File: src/rtl/fcfpt_pkg.sv
// ----------------------------------------------------------------------------
// fcfpt_pkg
// shared types and constants of the five-channel fixed-point tween unit
// ----------------------------------------------------------------------------
package fcfpt_pkg;

    // channel order inside the unit: x, y, angle, pitch, dist
    localparam int CH_COUNT  = 5;
    localparam int CH_X      = 0;
    localparam int CH_Y      = 1;
    localparam int CH_ANGLE  = 2;
    localparam int CH_PITCH  = 3;
    localparam int CH_DIST   = 4;

    localparam int DATA_W    = 16;              // width of one channel value
    localparam int DIFF_W    = DATA_W + 1;      // full-width target minus start
    localparam int FRAC_BITS = 16;
    localparam int ACC_W     = DATA_W + FRAC_BITS;
    localparam int START_AW  = 12;              // width of the angle fields
    localparam int CNT_W16   = 16;              // width of the tick count

    localparam logic [FRAC_BITS-1:0] HALF_ONE = 16'h8000;

    // request kind carried in tuser
    localparam logic CMD_START = 1'b0;
    localparam logic CMD_TICK  = 1'b1;

    // one quotient bit per cycle over the whole 16.16 quotient
    localparam int DIV_STEPS = ACC_W;
    localparam int DIV_CNT_W = $clog2(DIV_STEPS);

    localparam int IN_W  = 4 * 2 * DATA_W + 2 * START_AW + CNT_W16;
    localparam int OUT_W = CH_COUNT * DATA_W + CNT_W16;

    typedef enum logic [1:0] {
        ST_IDLE,
        ST_DIV,
        ST_FIX,
        ST_EMIT
    } fcfpt_state_t;

    // sequencer to divider lanes
    typedef struct packed {
        logic load;
        logic shift;
    } fcfpt_lane_ctrl_t;

endpackage

File: src/rtl/fcfpt_div_lane.sv
// ----------------------------------------------------------------------------
// fcfpt_div_lane
// bit-serial signed divider lane: (diff << 16) / n, truncated toward zero
// ----------------------------------------------------------------------------
module fcfpt_div_lane (
    input  logic                                  aclk,
    input  fcfpt_pkg::fcfpt_lane_ctrl_t           ctrl,
    input  logic signed [fcfpt_pkg::DIFF_W-1:0]   diff,
    input  logic        [fcfpt_pkg::DATA_W-1:0]   divisor,
    output logic        [fcfpt_pkg::ACC_W-1:0]    step
);

    logic                            neg_reg,  neg_next;
    logic [fcfpt_pkg::DATA_W-1:0]    num_reg,  num_next;
    logic [fcfpt_pkg::DATA_W-1:0]    rem_reg,  rem_next;
    logic [fcfpt_pkg::ACC_W-1:0]     quo_reg,  quo_next;

    logic [fcfpt_pkg::DIFF_W-1:0]    mag;
    logic [fcfpt_pkg::DIFF_W-1:0]    rem_sh;
    logic [fcfpt_pkg::DIFF_W-1:0]    rem_sub;
    logic                            fits;

    // magnitude always fits 16 bits: |diff| <= 65535
    assign mag     = diff[fcfpt_pkg::DIFF_W-1] ? (-diff) : diff;
    assign rem_sh  = {rem_reg, num_reg[fcfpt_pkg::DATA_W-1]};
    assign rem_sub = rem_sh - {1'b0, divisor};
    assign fits    = (rem_sh >= {1'b0, divisor});

    always_comb begin
        neg_next = neg_reg;
        num_next = num_reg;
        rem_next = rem_reg;
        quo_next = quo_reg;
        priority if (ctrl.load) begin
            neg_next = diff[fcfpt_pkg::DIFF_W-1];
            num_next = mag[fcfpt_pkg::DATA_W-1:0];
            rem_next = '0;
            quo_next = '0;
        end else if (ctrl.shift) begin
            // dividend bits enter msb first, zeros follow for the fraction
            num_next = {num_reg[fcfpt_pkg::DATA_W-2:0], 1'b0};
            rem_next = fits ? rem_sub[fcfpt_pkg::DATA_W-1:0]
                            : rem_sh[fcfpt_pkg::DATA_W-1:0];
            quo_next = {quo_reg[fcfpt_pkg::ACC_W-2:0], fits};
        end else begin
            // hold the finished quotient
            quo_next = quo_reg;
        end
    end

    always_ff @(posedge aclk) begin
        neg_reg <= neg_next;
        num_reg <= num_next;
        rem_reg <= rem_next;
        quo_reg <= quo_next;
    end

    // sign restored on the magnitude quotient, wraps to 32 bits
    assign step = neg_reg ? (~quo_reg + {{(fcfpt_pkg::ACC_W-1){1'b0}}, 1'b1}) : quo_reg;

endmodule

File: src/rtl/five_channel_fixed_point_tween_unit.sv
// ----------------------------------------------------------------------------
// five_channel_fixed_point_tween_unit: 16.16 tween of x, y, angle, pitch, dist
// tick request: accumulators advance on accept and the result is registered from emit
// start request: divide (32 quotient bits in the bit-serial divider lanes), fix, emit;
// either way the next request is taken only once the unit is back in idle
// a result held downstream keeps the next one in emit and holds off requests
// synchronous active-low reset clears accumulators, steps, count and handshake
// ----------------------------------------------------------------------------
module five_channel_fixed_point_tween_unit #(
    parameter int ANGLE_BITS = 12
) (
    input  logic                           aclk,
    input  logic                           aresetn,

    input  logic                           s_axis_tvalid,
    output logic                           s_axis_tready,
    // start_x, start_y, start_angle(12), start_pitch, start_dist,
    // target_x, target_y, target_angle(12), target_pitch, target_dist, step_total
    input  logic [fcfpt_pkg::IN_W-1:0]     s_axis_tdata,
    // cmd: 0 start, 1 tick
    input  logic                           s_axis_tuser,

    output logic                           m_axis_tvalid,
    input  logic                           m_axis_tready,
    // out_x, out_y, out_angle, out_pitch, out_dist, ticks_left
    output logic [fcfpt_pkg::OUT_W-1:0]    m_axis_tdata,
    // done_res
    output logic                           m_axis_tlast
);

    localparam int DW  = fcfpt_pkg::DATA_W;
    localparam int XW  = fcfpt_pkg::DIFF_W;
    localparam int AW  = fcfpt_pkg::START_AW;
    localparam int CW  = fcfpt_pkg::DIV_CNT_W;
    localparam int NCH = fcfpt_pkg::CH_COUNT;
    // msb index of an accumulator, top of its upper half
    localparam int AH  = fcfpt_pkg::ACC_W - 1;
    localparam int FB  = fcfpt_pkg::FRAC_BITS;
    // full turn minus one, at the width of the differences
    localparam logic [XW-1:0] TURN_M1 = XW'((1 << ANGLE_BITS) - 1);
    localparam logic [CW-1:0] CNT_LAST = CW'(fcfpt_pkg::DIV_STEPS - 1);

    // input field extraction, lowest bits first
    logic signed [DW-1:0] sx, sy, sp, sd, tx, ty, tp, td;
    logic        [AW-1:0] sa, ta;
    logic        [DW-1:0] n_in;

    assign sx   = s_axis_tdata[15:0];
    assign sy   = s_axis_tdata[31:16];
    assign sa   = s_axis_tdata[43:32];
    assign sp   = s_axis_tdata[59:44];
    assign sd   = s_axis_tdata[75:60];
    assign tx   = s_axis_tdata[91:76];
    assign ty   = s_axis_tdata[107:92];
    assign ta   = s_axis_tdata[119:108];
    assign tp   = s_axis_tdata[135:120];
    assign td   = s_axis_tdata[151:136];
    assign n_in = s_axis_tdata[167:152];

    // state
    fcfpt_pkg::fcfpt_state_t          state_reg, state_next;
    logic [CW-1:0]                    cnt_reg,   cnt_next;
    logic [fcfpt_pkg::ACC_W-1:0]      acc_reg [NCH];
    logic [fcfpt_pkg::ACC_W-1:0]      acc_next[NCH];
    logic [fcfpt_pkg::ACC_W-1:0]      inc_reg [NCH];
    logic [fcfpt_pkg::ACC_W-1:0]      inc_next[NCH];
    logic [DW-1:0]                    rem_reg,   rem_next;
    logic [DW-1:0]                    div_reg,   div_next;
    logic                             done_reg,  done_next;
    logic                             mvalid_reg, mvalid_next;
    logic [fcfpt_pkg::OUT_W-1:0]      mdata_reg,  mdata_next;
    logic                             mlast_reg,  mlast_next;

    logic                             in_acc;
    logic                             out_free;
    fcfpt_pkg::fcfpt_lane_ctrl_t      lane_ctrl;

    // start-side arithmetic
    logic [DW-1:0]          n_eff;
    logic [XW-1:0]          adiff;
    logic [XW-1:0]          turn_u;
    logic signed [XW-1:0]   diff [NCH];
    logic [fcfpt_pkg::ACC_W-1:0] lane_step[NCH];
    logic [DW-1:0]          start_val[NCH];

    assign in_acc   = s_axis_tvalid && s_axis_tready;
    assign out_free = !mvalid_reg || m_axis_tready;

    // zero ticks run as one tick
    assign n_eff = (n_in == '0) ? {{(DW-1){1'b0}}, 1'b1} : n_in;

    // angle difference masked to the angle width, wrapped negative by a full turn minus one
    assign adiff  = XW'(ta) - XW'(sa);
    assign turn_u = XW'(adiff[ANGLE_BITS-1:0]);

    assign diff[fcfpt_pkg::CH_X]     = {tx[DW-1], tx} - {sx[DW-1], sx};
    assign diff[fcfpt_pkg::CH_Y]     = {ty[DW-1], ty} - {sy[DW-1], sy};
    assign diff[fcfpt_pkg::CH_ANGLE] = adiff[ANGLE_BITS-1] ? (turn_u - TURN_M1) : turn_u;
    assign diff[fcfpt_pkg::CH_PITCH] = {tp[DW-1], tp} - {sp[DW-1], sp};
    assign diff[fcfpt_pkg::CH_DIST]  = {td[DW-1], td} - {sd[DW-1], sd};

    assign start_val[fcfpt_pkg::CH_X]     = sx;
    assign start_val[fcfpt_pkg::CH_Y]     = sy;
    assign start_val[fcfpt_pkg::CH_ANGLE] = DW'(sa);
    assign start_val[fcfpt_pkg::CH_PITCH] = sp;
    assign start_val[fcfpt_pkg::CH_DIST]  = sd;

    // one divider lane per channel, all sharing the tick count as divisor
    for (genvar g = 0; g < NCH; g++) begin : g_lane
        fcfpt_div_lane u_lane (
            .aclk    (aclk),
            .ctrl    (lane_ctrl),
            .diff    (diff[g]),
            .divisor (div_reg),
            .step    (lane_step[g])
        );
    end

    // sequencer: idle -> divide (32 quotient bits) -> fix step -> emit, ticks go idle -> emit
    always_comb begin
        state_next  = state_reg;
        cnt_next    = cnt_reg;
        rem_next    = rem_reg;
        div_next    = div_reg;
        done_next   = done_reg;
        mvalid_next = mvalid_reg;
        mdata_next  = mdata_reg;
        mlast_next  = mlast_reg;
        for (int i = 0; i < NCH; i++) begin
            acc_next[i] = acc_reg[i];
            inc_next[i] = inc_reg[i];
        end
        lane_ctrl       = '0;
        s_axis_tready   = 1'b0;

        // result taken downstream
        if (mvalid_reg && m_axis_tready) begin
            mvalid_next = 1'b0;
        end

        unique case (state_reg)
            fcfpt_pkg::ST_IDLE: begin
                s_axis_tready = 1'b1;
                if (in_acc) begin
                    if (s_axis_tuser == fcfpt_pkg::CMD_TICK) begin
                        // tick request: advance all channels, count down
                        for (int i = 0; i < NCH; i++) begin
                            acc_next[i] = acc_reg[i] + inc_reg[i];
                        end
                        if (rem_reg != '0) begin
                            rem_next  = rem_reg - {{(DW-1){1'b0}}, 1'b1};
                            done_next = (rem_reg == {{(DW-1){1'b0}}, 1'b1});
                        end else begin
                            done_next = 1'b0;
                        end
                        state_next = fcfpt_pkg::ST_EMIT;
                    end else begin
                        // start request: load start plus one half, kick off lanes
                        for (int i = 0; i < NCH; i++) begin
                            acc_next[i] = {start_val[i], fcfpt_pkg::HALF_ONE};
                        end
                        rem_next       = n_eff;
                        div_next       = n_eff;
                        done_next      = 1'b0;
                        lane_ctrl.load = 1'b1;
                        cnt_next       = '0;
                        state_next     = fcfpt_pkg::ST_DIV;
                    end
                end
            end
            fcfpt_pkg::ST_DIV: begin
                lane_ctrl.shift = 1'b1;
                cnt_next        = cnt_reg + {{(CW-1){1'b0}}, 1'b1};
                if (cnt_reg == CNT_LAST) begin
                    state_next = fcfpt_pkg::ST_FIX;
                end
            end
            fcfpt_pkg::ST_FIX: begin
                // quotients complete, signs applied in the lanes
                for (int i = 0; i < NCH; i++) begin
                    inc_next[i] = lane_step[i];
                end
                state_next = fcfpt_pkg::ST_EMIT;
            end
            fcfpt_pkg::ST_EMIT: begin
                if (out_free) begin
                    mvalid_next = 1'b1;
                    mdata_next  = {rem_reg,
                                   acc_reg[fcfpt_pkg::CH_DIST][AH:FB],
                                   acc_reg[fcfpt_pkg::CH_PITCH][AH:FB],
                                   acc_reg[fcfpt_pkg::CH_ANGLE][AH:FB],
                                   acc_reg[fcfpt_pkg::CH_Y][AH:FB],
                                   acc_reg[fcfpt_pkg::CH_X][AH:FB]};
                    mlast_next  = done_reg;
                    state_next  = fcfpt_pkg::ST_IDLE;
                end
            end
            default: begin
                state_next = fcfpt_pkg::ST_IDLE;
            end
        endcase
    end

    always_ff @(posedge aclk) begin
        if (!aresetn) begin
            state_reg  <= fcfpt_pkg::ST_IDLE;
            cnt_reg    <= '0;
            rem_reg    <= '0;
            done_reg   <= 1'b0;
            mvalid_reg <= 1'b0;
            for (int i = 0; i < NCH; i++) begin
                acc_reg[i] <= '0;
                inc_reg[i] <= '0;
            end
        end else begin
            state_reg  <= state_next;
            cnt_reg    <= cnt_next;
            rem_reg    <= rem_next;
            done_reg   <= done_next;
            mvalid_reg <= mvalid_next;
            for (int i = 0; i < NCH; i++) begin
                acc_reg[i] <= acc_next[i];
                inc_reg[i] <= inc_next[i];
            end
        end
    end

    // payload registers
    always_ff @(posedge aclk) begin
        div_reg   <= div_next;
        mdata_reg <= mdata_next;
        mlast_reg <= mlast_next;
    end

    assign m_axis_tvalid = mvalid_reg;
    assign m_axis_tdata  = mdata_reg;
    assign m_axis_tlast  = mlast_reg;

    // a start request always begins a fresh division pass
    a_start_div: assert property (@(posedge aclk) disable iff (!aresetn)
        (in_acc && s_axis_tuser == fcfpt_pkg::CMD_START) |=>
        (state_reg == fcfpt_pkg::ST_DIV && cnt_reg == '0))
        else $error("start request did not enter division");

    // steps are taken only after all quotient bits are in
    a_fix_after_div: assert property (@(posedge aclk) disable iff (!aresetn)
        (state_reg == fcfpt_pkg::ST_FIX) |->
        ($past(state_reg) == fcfpt_pkg::ST_DIV && $past(cnt_reg) == CNT_LAST))
        else $error("step fix without full division");

    // last marks a tween that just reached zero ticks
    a_last_zero: assert property (@(posedge aclk) disable iff (!aresetn)
        (m_axis_tvalid && m_axis_tlast) |-> (m_axis_tdata[fcfpt_pkg::OUT_W-1 -: DW] == '0))
        else $error("last flagged with ticks left");

    // a tick never raises the remaining count
    a_tick_count: assert property (@(posedge aclk) disable iff (!aresetn)
        (in_acc && s_axis_tuser == fcfpt_pkg::CMD_TICK) |=> (rem_reg <= $past(rem_reg)))
        else $error("tick raised remaining count");

endmodule
File: config.mk
export PLATFORM = sky130hd
export DESIGN_NAME = five_channel_fixed_point_tween_unit
export DESIGN_NICKNAME = d
export VERILOG_FILES = /design/src/rtl/fcfpt_pkg.sv /design/src/rtl/fcfpt_div_lane.sv /design/src/rtl/five_channel_fixed_point_tween_unit.sv
export SDC_FILE = /design/constraint.sdc
export NUM_CORES = 2
export LEC_CHECK = 0
export BUFFER_PORTS_ARGS = -buffer_cell sky130_fd_sc_hd__buf_2
export CAP_MARGIN = 10
export CORE_ASPECT_RATIO = 1.4
export CORE_MARGIN = 2
export CORE_UTILIZATION = 55
export DETAILED_ROUTE_END_ITERATION = 12
export PLACE_DENSITY = 0.69
export SLEW_MARGIN = 20
export SYNTH_ARGS = -nofsm -noshare
export SYNTH_HDL_FRONTEND = slang
export SYNTH_SLANG_ARGS = --single-unit
File: constraint.sdc
create_clock -name aclk -period 10.7 [get_ports aclk]
set_input_delay 0.535 -clock aclk [delete_from_list [all_inputs] [get_ports aclk]]
set_output_delay 0.535 -clock aclk [all_outputs]
set_load 0.005 [all_outputs]
## Word level (Yosys, flattened, before mapping)

Memories as Yosys holds them, arrays and structs flattened.
Cells that the tools add are included.
Widths: inputs -> output; s select.

- Logic and storage cells: 167
- Register bits after elaboration: 463
- Memories: 2
- Input bits: 173
- Output and inout bits: 99
- Memory bits (writable): 320

- Reductions and logical operators: 15
- Equal/unequal tests: 10
- $add $sub $neg: 28
- Muxes and demuxes: 63
- Magnitude comparators: 5
- Bitwise operators: 16

Memory list:

| memory | words | width | read ports | clocked after memory_dff | wr ports | line | text |
|---|---|---|---|---|---|---|---|
| acc_reg | 5 | 32 | 5 | 0 | 5 | five_channel_fixed_point_tween_unit.sv:63 | `logic [fcfpt_pkg::ACC_W-1:0] acc_reg [NCH];` |
| inc_reg | 5 | 32 | 5 | 0 | 5 | five_channel_fixed_point_tween_unit.sv:65 | `logic [fcfpt_pkg::ACC_W-1:0] inc_reg [NCH];` |

Operators by type and width:

| cell | count |
|---|---|
| $mux 160 | 4 |
| $mux 32 | 15 |
| $mux 16 | 23 |
| $add 32x1->32 const B | 5 |
| $add 32x32->32 | 5 |
| $not 32->32 | 5 |
| $ge 17x16->1 | 5 |
| $neg 16->16 | 5 |
| $sub 16x16->16 | 5 |
| $sub 16x16->17 | 4 |
| $mux 17 | 1 |
| $eq 16x1->1 const B | 1 |
| $logic_not 16->1 | 1 |
| $reduce_bool 16->1 | 1 |
| $sub 16x1->16 const B | 1 |
| $sub 12x12->13 const B | 1 |
| $mux 1 | 12 |
| $reduce_and 3->1 | 4 |
| $sub 12x12->12 | 1 |
| $mux 5 | 2 |
| $or 1x1->1 | 10 |
| $pmux 5 s2 | 1 |
| $mux 2 | 4 |
| $ne 2x2->1 const B | 4 |
| other kinds (13) | 17 |

## Depth between registers and ports, before layout

- Depth after elaboration: 6
- Gate-level depth with buffers: 16
- Mapped depth without buffers: 15

## Modules after synthesis

From an unflattened synthesis, not the netlist that was laid out.

- Cell total of the unflattened synthesis: 5771
- Area total of the unflattened synthesis: 50191.9 um^2

By module, submodules not included:

| module | cells each | instances | area an instance (um^2) |
|---|---|---|---|
| five_channel_fixed_point_tween_unit | 3151 | 1 | 27640.3 |
| fcfpt_div_lane (g_lane[1].u_lane ...) | 521 | 3 | 4508.1 |
| fcfpt_div_lane (g_lane[2].u_lane) | 536 | 1 | 4521.8 |
| fcfpt_div_lane (g_lane[0].u_lane) | 521 | 1 | 4505.6 |

## Worst setup path before layout

Ideal clock, no wire load.

- Path kind: input port to flip-flop
- Start: in m_axis_tready
- End: reg mdata_reg, in the netlist m_axis_tdata[0], read port of acc_reg (enable)
- Arrival: 4.898 ns
- Cell stages on the path: 2
- Path slack: 5.237 ns
- Cells stage by stage: nor2b_1 -> nor2b_1

- Longest elaborated chain between the ends: 2

RTL lines:

| what | line | text |
|---|---|---|
| start, declared | five_channel_fixed_point_tween_unit.sv:24 | `input logic m_axis_tready,` |
| $logic_or 1x1->1 | five_channel_fixed_point_tween_unit.sv:87 | `assign out_free = !mvalid_reg \|\| m_axis_tready;` |
| $reduce_and 2->1 (no source line) | n/a |  |
| end, declared | five_channel_fixed_point_tween_unit.sv:71 | `logic [fcfpt_pkg::OUT_W-1:0] mdata_reg, mdata_next;` |

No other way between the ends.
A chain may end at the register's enable or synchronous reset.

## Final worst setup path

- Start: reg div_reg[1]
- End: reg g_lane[1].u_lane.rem_reg[8] (netlist name)

- Longest elaborated chain between the ends: 2
- Elaborated cells between the ends (all ways): 3
- Those cells by class: add/sub (1); order compare (1); mux (1)

RTL lines:

| what | line | text |
|---|---|---|
| start, declared | five_channel_fixed_point_tween_unit.sv:68 | `logic [DW-1:0] div_reg, div_next;` |
| start signal, assigned | five_channel_fixed_point_tween_unit.sv:230 | `div_reg <= div_next;` |
| $sub 16x16->16 / $ge 17x16->1 (equally long branches) | fcfpt_div_lane.sv:26, fcfpt_div_lane.sv:27 |  |
| $mux 16 (*) | fcfpt_div_lane.sv:42 | `rem_next = fits ? rem_sub[fcfpt_pkg::DATA_W-1:0]` |
| end signal, assigned | fcfpt_div_lane.sv:54 | `rem_reg <= rem_next;` |
| end, declared | fcfpt_div_lane.sv:15 | `logic [fcfpt_pkg::DATA_W-1:0] rem_reg, rem_next;` |

Mark *: on every way between the ends. The rest lies on a longest branch, timed or not.

==> results.json <==
{
  "start_util_pct": 55.40,
  "path_cells": "inv_1 -> ha_1 -> nor2b_1 -> o21ai_0 -> a21boi_0 -> o21ai_0 -> a21oi_1 -> a21oi_1 -> a31o_2 -> o211ai_1 -> buf_4 -> mux2i_1 -> a21oi_1",
  "fin_util_pct": 61.06,
  "syn_area_per_cell_sq_um": 8.793,
  "crit_arrival_ns": 4.92,
  "vdd_drop_max_mv": 0.2208,
  "slew-limit-headroom_pct": 24.38,
  "post_cts_resized": 0,
  "cts-root-buf": "clkbuf_16",
  "fin_skew_ns": 0.02102,
  "tns_ns": 0,
  "yosysWarningCount": 0,
  "syn-cell-area_sq_mm": 0.04817,
  "critPathMaxStageDelay_ns": 0.75,
  "dieArea_sq_mm": 0.09001,
  "dp_hpwl_um": 87630,
  "cp_max_fo": 13,
  "synthDistinctLibCells": 94,
  "met2_usage_pct": 49.26,
  "finalSetupViolations": 0,
  "tightest_slew_ns": 1.134,
  "maxCapViolations": 0,
  "overflow": 0,
  "status": "finished, final reports clean",
  "core-area_sq_mm": 0.08696,
  "routed_wl_um": 125900,
  "clk_latency_ns": 0.65,
  "hold_class": "input port to flop",
  "viasPerCell": 5.956,
  "drive_above_1_share_pct": 9.186,
  "grt_start_max_net_pins": 243,
  "synth_ff_type": "dfxtp_1",
  "post_cts_buffers": 0,
  "row_count": 128,
  "switching_power_uw": 5446,
  "period_minus_slack_ns": 4.438,
  "netlist_instances": 5479,
  "syn2layout_area_growth_pct": 10.22,
  "io_buffers": 271,
  "nNetsFinal": 6109,
  "postRouteAntennaNets": 0,
  "use_met3_pct": 2.449,
  "crit_slowest_cell": "o211ai_1",
  "grt_use_total_pct": 27.42,
  "syn_nets": 5996,
  "wl_per_cell_um": 18.42,
  "cts_sinks": 783,
  "cellLeakagePower_uw": 0.02264,
  "combPwrFrac_pct": 45.1,
  "worstPathRequired_ns": 11.19,
  "grt_antenna_before_repair": 2,
  "drt_iter0_markers": 2440,
  "end_kind": "flop",
  "busiest_layer": "met2",
  "worst_setup_path_start_kind": "flop",
  "cts_tree": "yes",
  "ys_async_sr_fraction_pct": 0,
  "finalMaxSlewViolations": 0,
  "ys_ff_latch": 783,
  "die_w_um": 254.1,
  "p_clk_share_pct": 21.9,
  "p_per_area_mw_per_mm2": 256.1,
  "place_congestion": 0.9213,
  "drc": 0,
  "switching_share_pct": 40.04,
  "crit_family": "compound AO/OA/AOI/OAI gates",
  "chipHeight_um": 354.2,
  "max-clock-path-buffers": 3,
  "path_clk_slew_ns": 0.06,
  "grt_util_met1_pct": 33.77,
  "fmax_mhz": 225.3,
  "grt_pass1_wl_um": 201800,
  "synth_edf_count": 198,
  "rsz0062_at_grt": "false",
  "internal-power_uw": 8155,
  "num_vias": 40706,
  "grt_pass1_vias": 39528,
  "ys_seq_area_share_pct": 36.65,
  "cpMostUsedCell": "a21oi_1",
  "cts_buffers": 82,
  "multi_input_area_sq_mm": 0.02880,
  "drt-pass1-iter-count": 6,
  "critPathKind": "flop to flop",
  "hold_buffers": 0,
  "boundaryPins": 272,
  "seqPwrFrac_pct": 33.0,
  "fin_crit_sh_pct": 41.48,
  "ctsHtreeMaxLevel": 3,
  "hold_viol": 0,
  "seq_area_sq_mm": 0.01766,
  "cp_num_buf_inv": 2,
  "nFillCells": 7697
}
[per-stage QoR]
step / hold WS [ns] / instance area, sq um / total power [uW] / std cells / worst slack, ns
after floorplan: 0.4090 / 48180 / 9159 / 5479 / 5.237
after global placement: 0.4365 / 50300 / 10490 / 6678 / 6.312
after detailed placement: 0.4350 / 50300 / 10600 / 6678 / 6.224
after CTS: 0.06679 / 53080 / 13630 / 6831 / 6.208
after global routing: 0.09865 / 53090 / 14560 / 6832 / 5.928
final: 0.09719 / 53100 / 13600 / 6834 / 6.262
[cell families (layout without fill, tap and decap cells)]
family | Yosys count | in the layout | synth area share, %
compound gates | 1563 | 1563 | 20.95
xor+xnor | 444 | 444 | 8.132
fa+ha+maj | 344 | 344 | 9.168
buf+inv | 479 | 661 | 3.756
flops | 783 | 783 | 36.65
mux | 285 | 285 | 5.961
other cells | 0 | 3 | 0
simple gates | 1581 | 1581 | 15.38
[worst paths after layout]
kind	startpoint	end	slack [ns]	cells after the start
max	div_reg[1]	g_lane[1].u_lane.rem_reg[8]	6.26	13
min	s_axis_tdata[158]	div_reg[6]	0.1	1
max reg2reg	div_reg[1]	g_lane[1].u_lane.rem_reg[8]	6.26	13
min reg2reg	acc_reg[0][32]	acc_reg[0][32]	0.46	2
[Yosys cell counts (35+ instances only)]
cell / n / area (sq um)
mux2i_1: 270 / 2703
xnor2_1: 200 / 1752
o21ai_0: 390 / 1952
nor2b_1: 62 / 387.9
a31oi_1: 41 / 256.5
nand4_1: 35 / 219.0
a211oi_1: 204 / 1531
edfxtp_1: 198 / 5946
a21oi_1: 369 / 1847
nand3_1: 98 / 490.5
nand2_1: 353 / 1325
a21o_1: 122 / 915.9
nor3_1: 97 / 485.5
xor2_1: 242 / 2120
a22oi_1: 67 / 503.0
dfxtp_1: 585 / 11710
clkbuf_1: 242 / 908.4
nand2b_1: 40 / 250.2
or3_1: 42 / 262.8
nor2_1: 632 / 2372
ha_1: 329 / 4116
o31ai_1: 59 / 442.9
nor4_1: 36 / 225.2
o21a_1: 44 / 330.3
inv_1: 206 / 773.2
[placed cells by master (no fill, tap or decap), types with 35 or more instances in the layout]
cell / instances
inv_1: 203
or3_1: 42
nor2b_1: 61
a211oi_1: 204
a22oi_1: 67
mux2i_1: 270
a21oi_1: 369
clkbuf_16: 88
buf_2: 269
edfxtp_1: 198
nor4_1: 36
ha_1: 327
nor3_1: 97
a31oi_1: 40
a21o_1: 122
dfxtp_1: 585
nand4_1: 35
o31ai_1: 57
o21a_1: 44
xnor2_1: 200
nor2_1: 631
nand2b_1: 40
nand3_1: 98
o21ai_0: 390
xor2_1: 242
nand2_1: 351
[cell type report]
type                            count  area share [%]
Antenna cell                        3         0.01414
Clock buffer                      117           4.522
Clock inverter                     36          0.7093
Inverter                          208           1.501
Multi-Input combinational cell   4217           54.24
Sequential cell                   783           33.25
Tap cell                         1170           2.757
Timing Repair Buffer              300           3.004
[worst register-to-register path, delay by kind of cell, from the launching register on]
family | cells | cell delay (ns)
DFF | 1 | 0.67
AOI/OAI and AO/OA | 8 | 2.16
and+or+nand+nor | 1 | 0.13
muxes | 1 | 0.23
adders and majority gates | 1 | 0.38
buffers and inverters | 2 | 0.71
[power groups by stage]
stage / sequential [uW] / combinational [uW] / clock, uW
2_1_floorplan: 4330 / 4830 / 0
3_3_place_gp: 4530 / 5960 / 0
3_5_place_dp: 4540 / 6070 / 0
4_1_cts: 4490 / 6110 / 3030
5_1_grt: 4580 / 6850 / 3140
6_report: 4490 / 6130 / 2980
[per-layer routing]
| layer | routed length (um) | part of all wire [%] |
|---|---|---|
| met3 | 5087 | 4.0 |
| met5 | 0 | 0 |
| met2 | 62790 | 50 |
| met4 | 4219 | 3.4 |
| met1 | 53800 | 43 |
(Power assumes the default switching activity.)
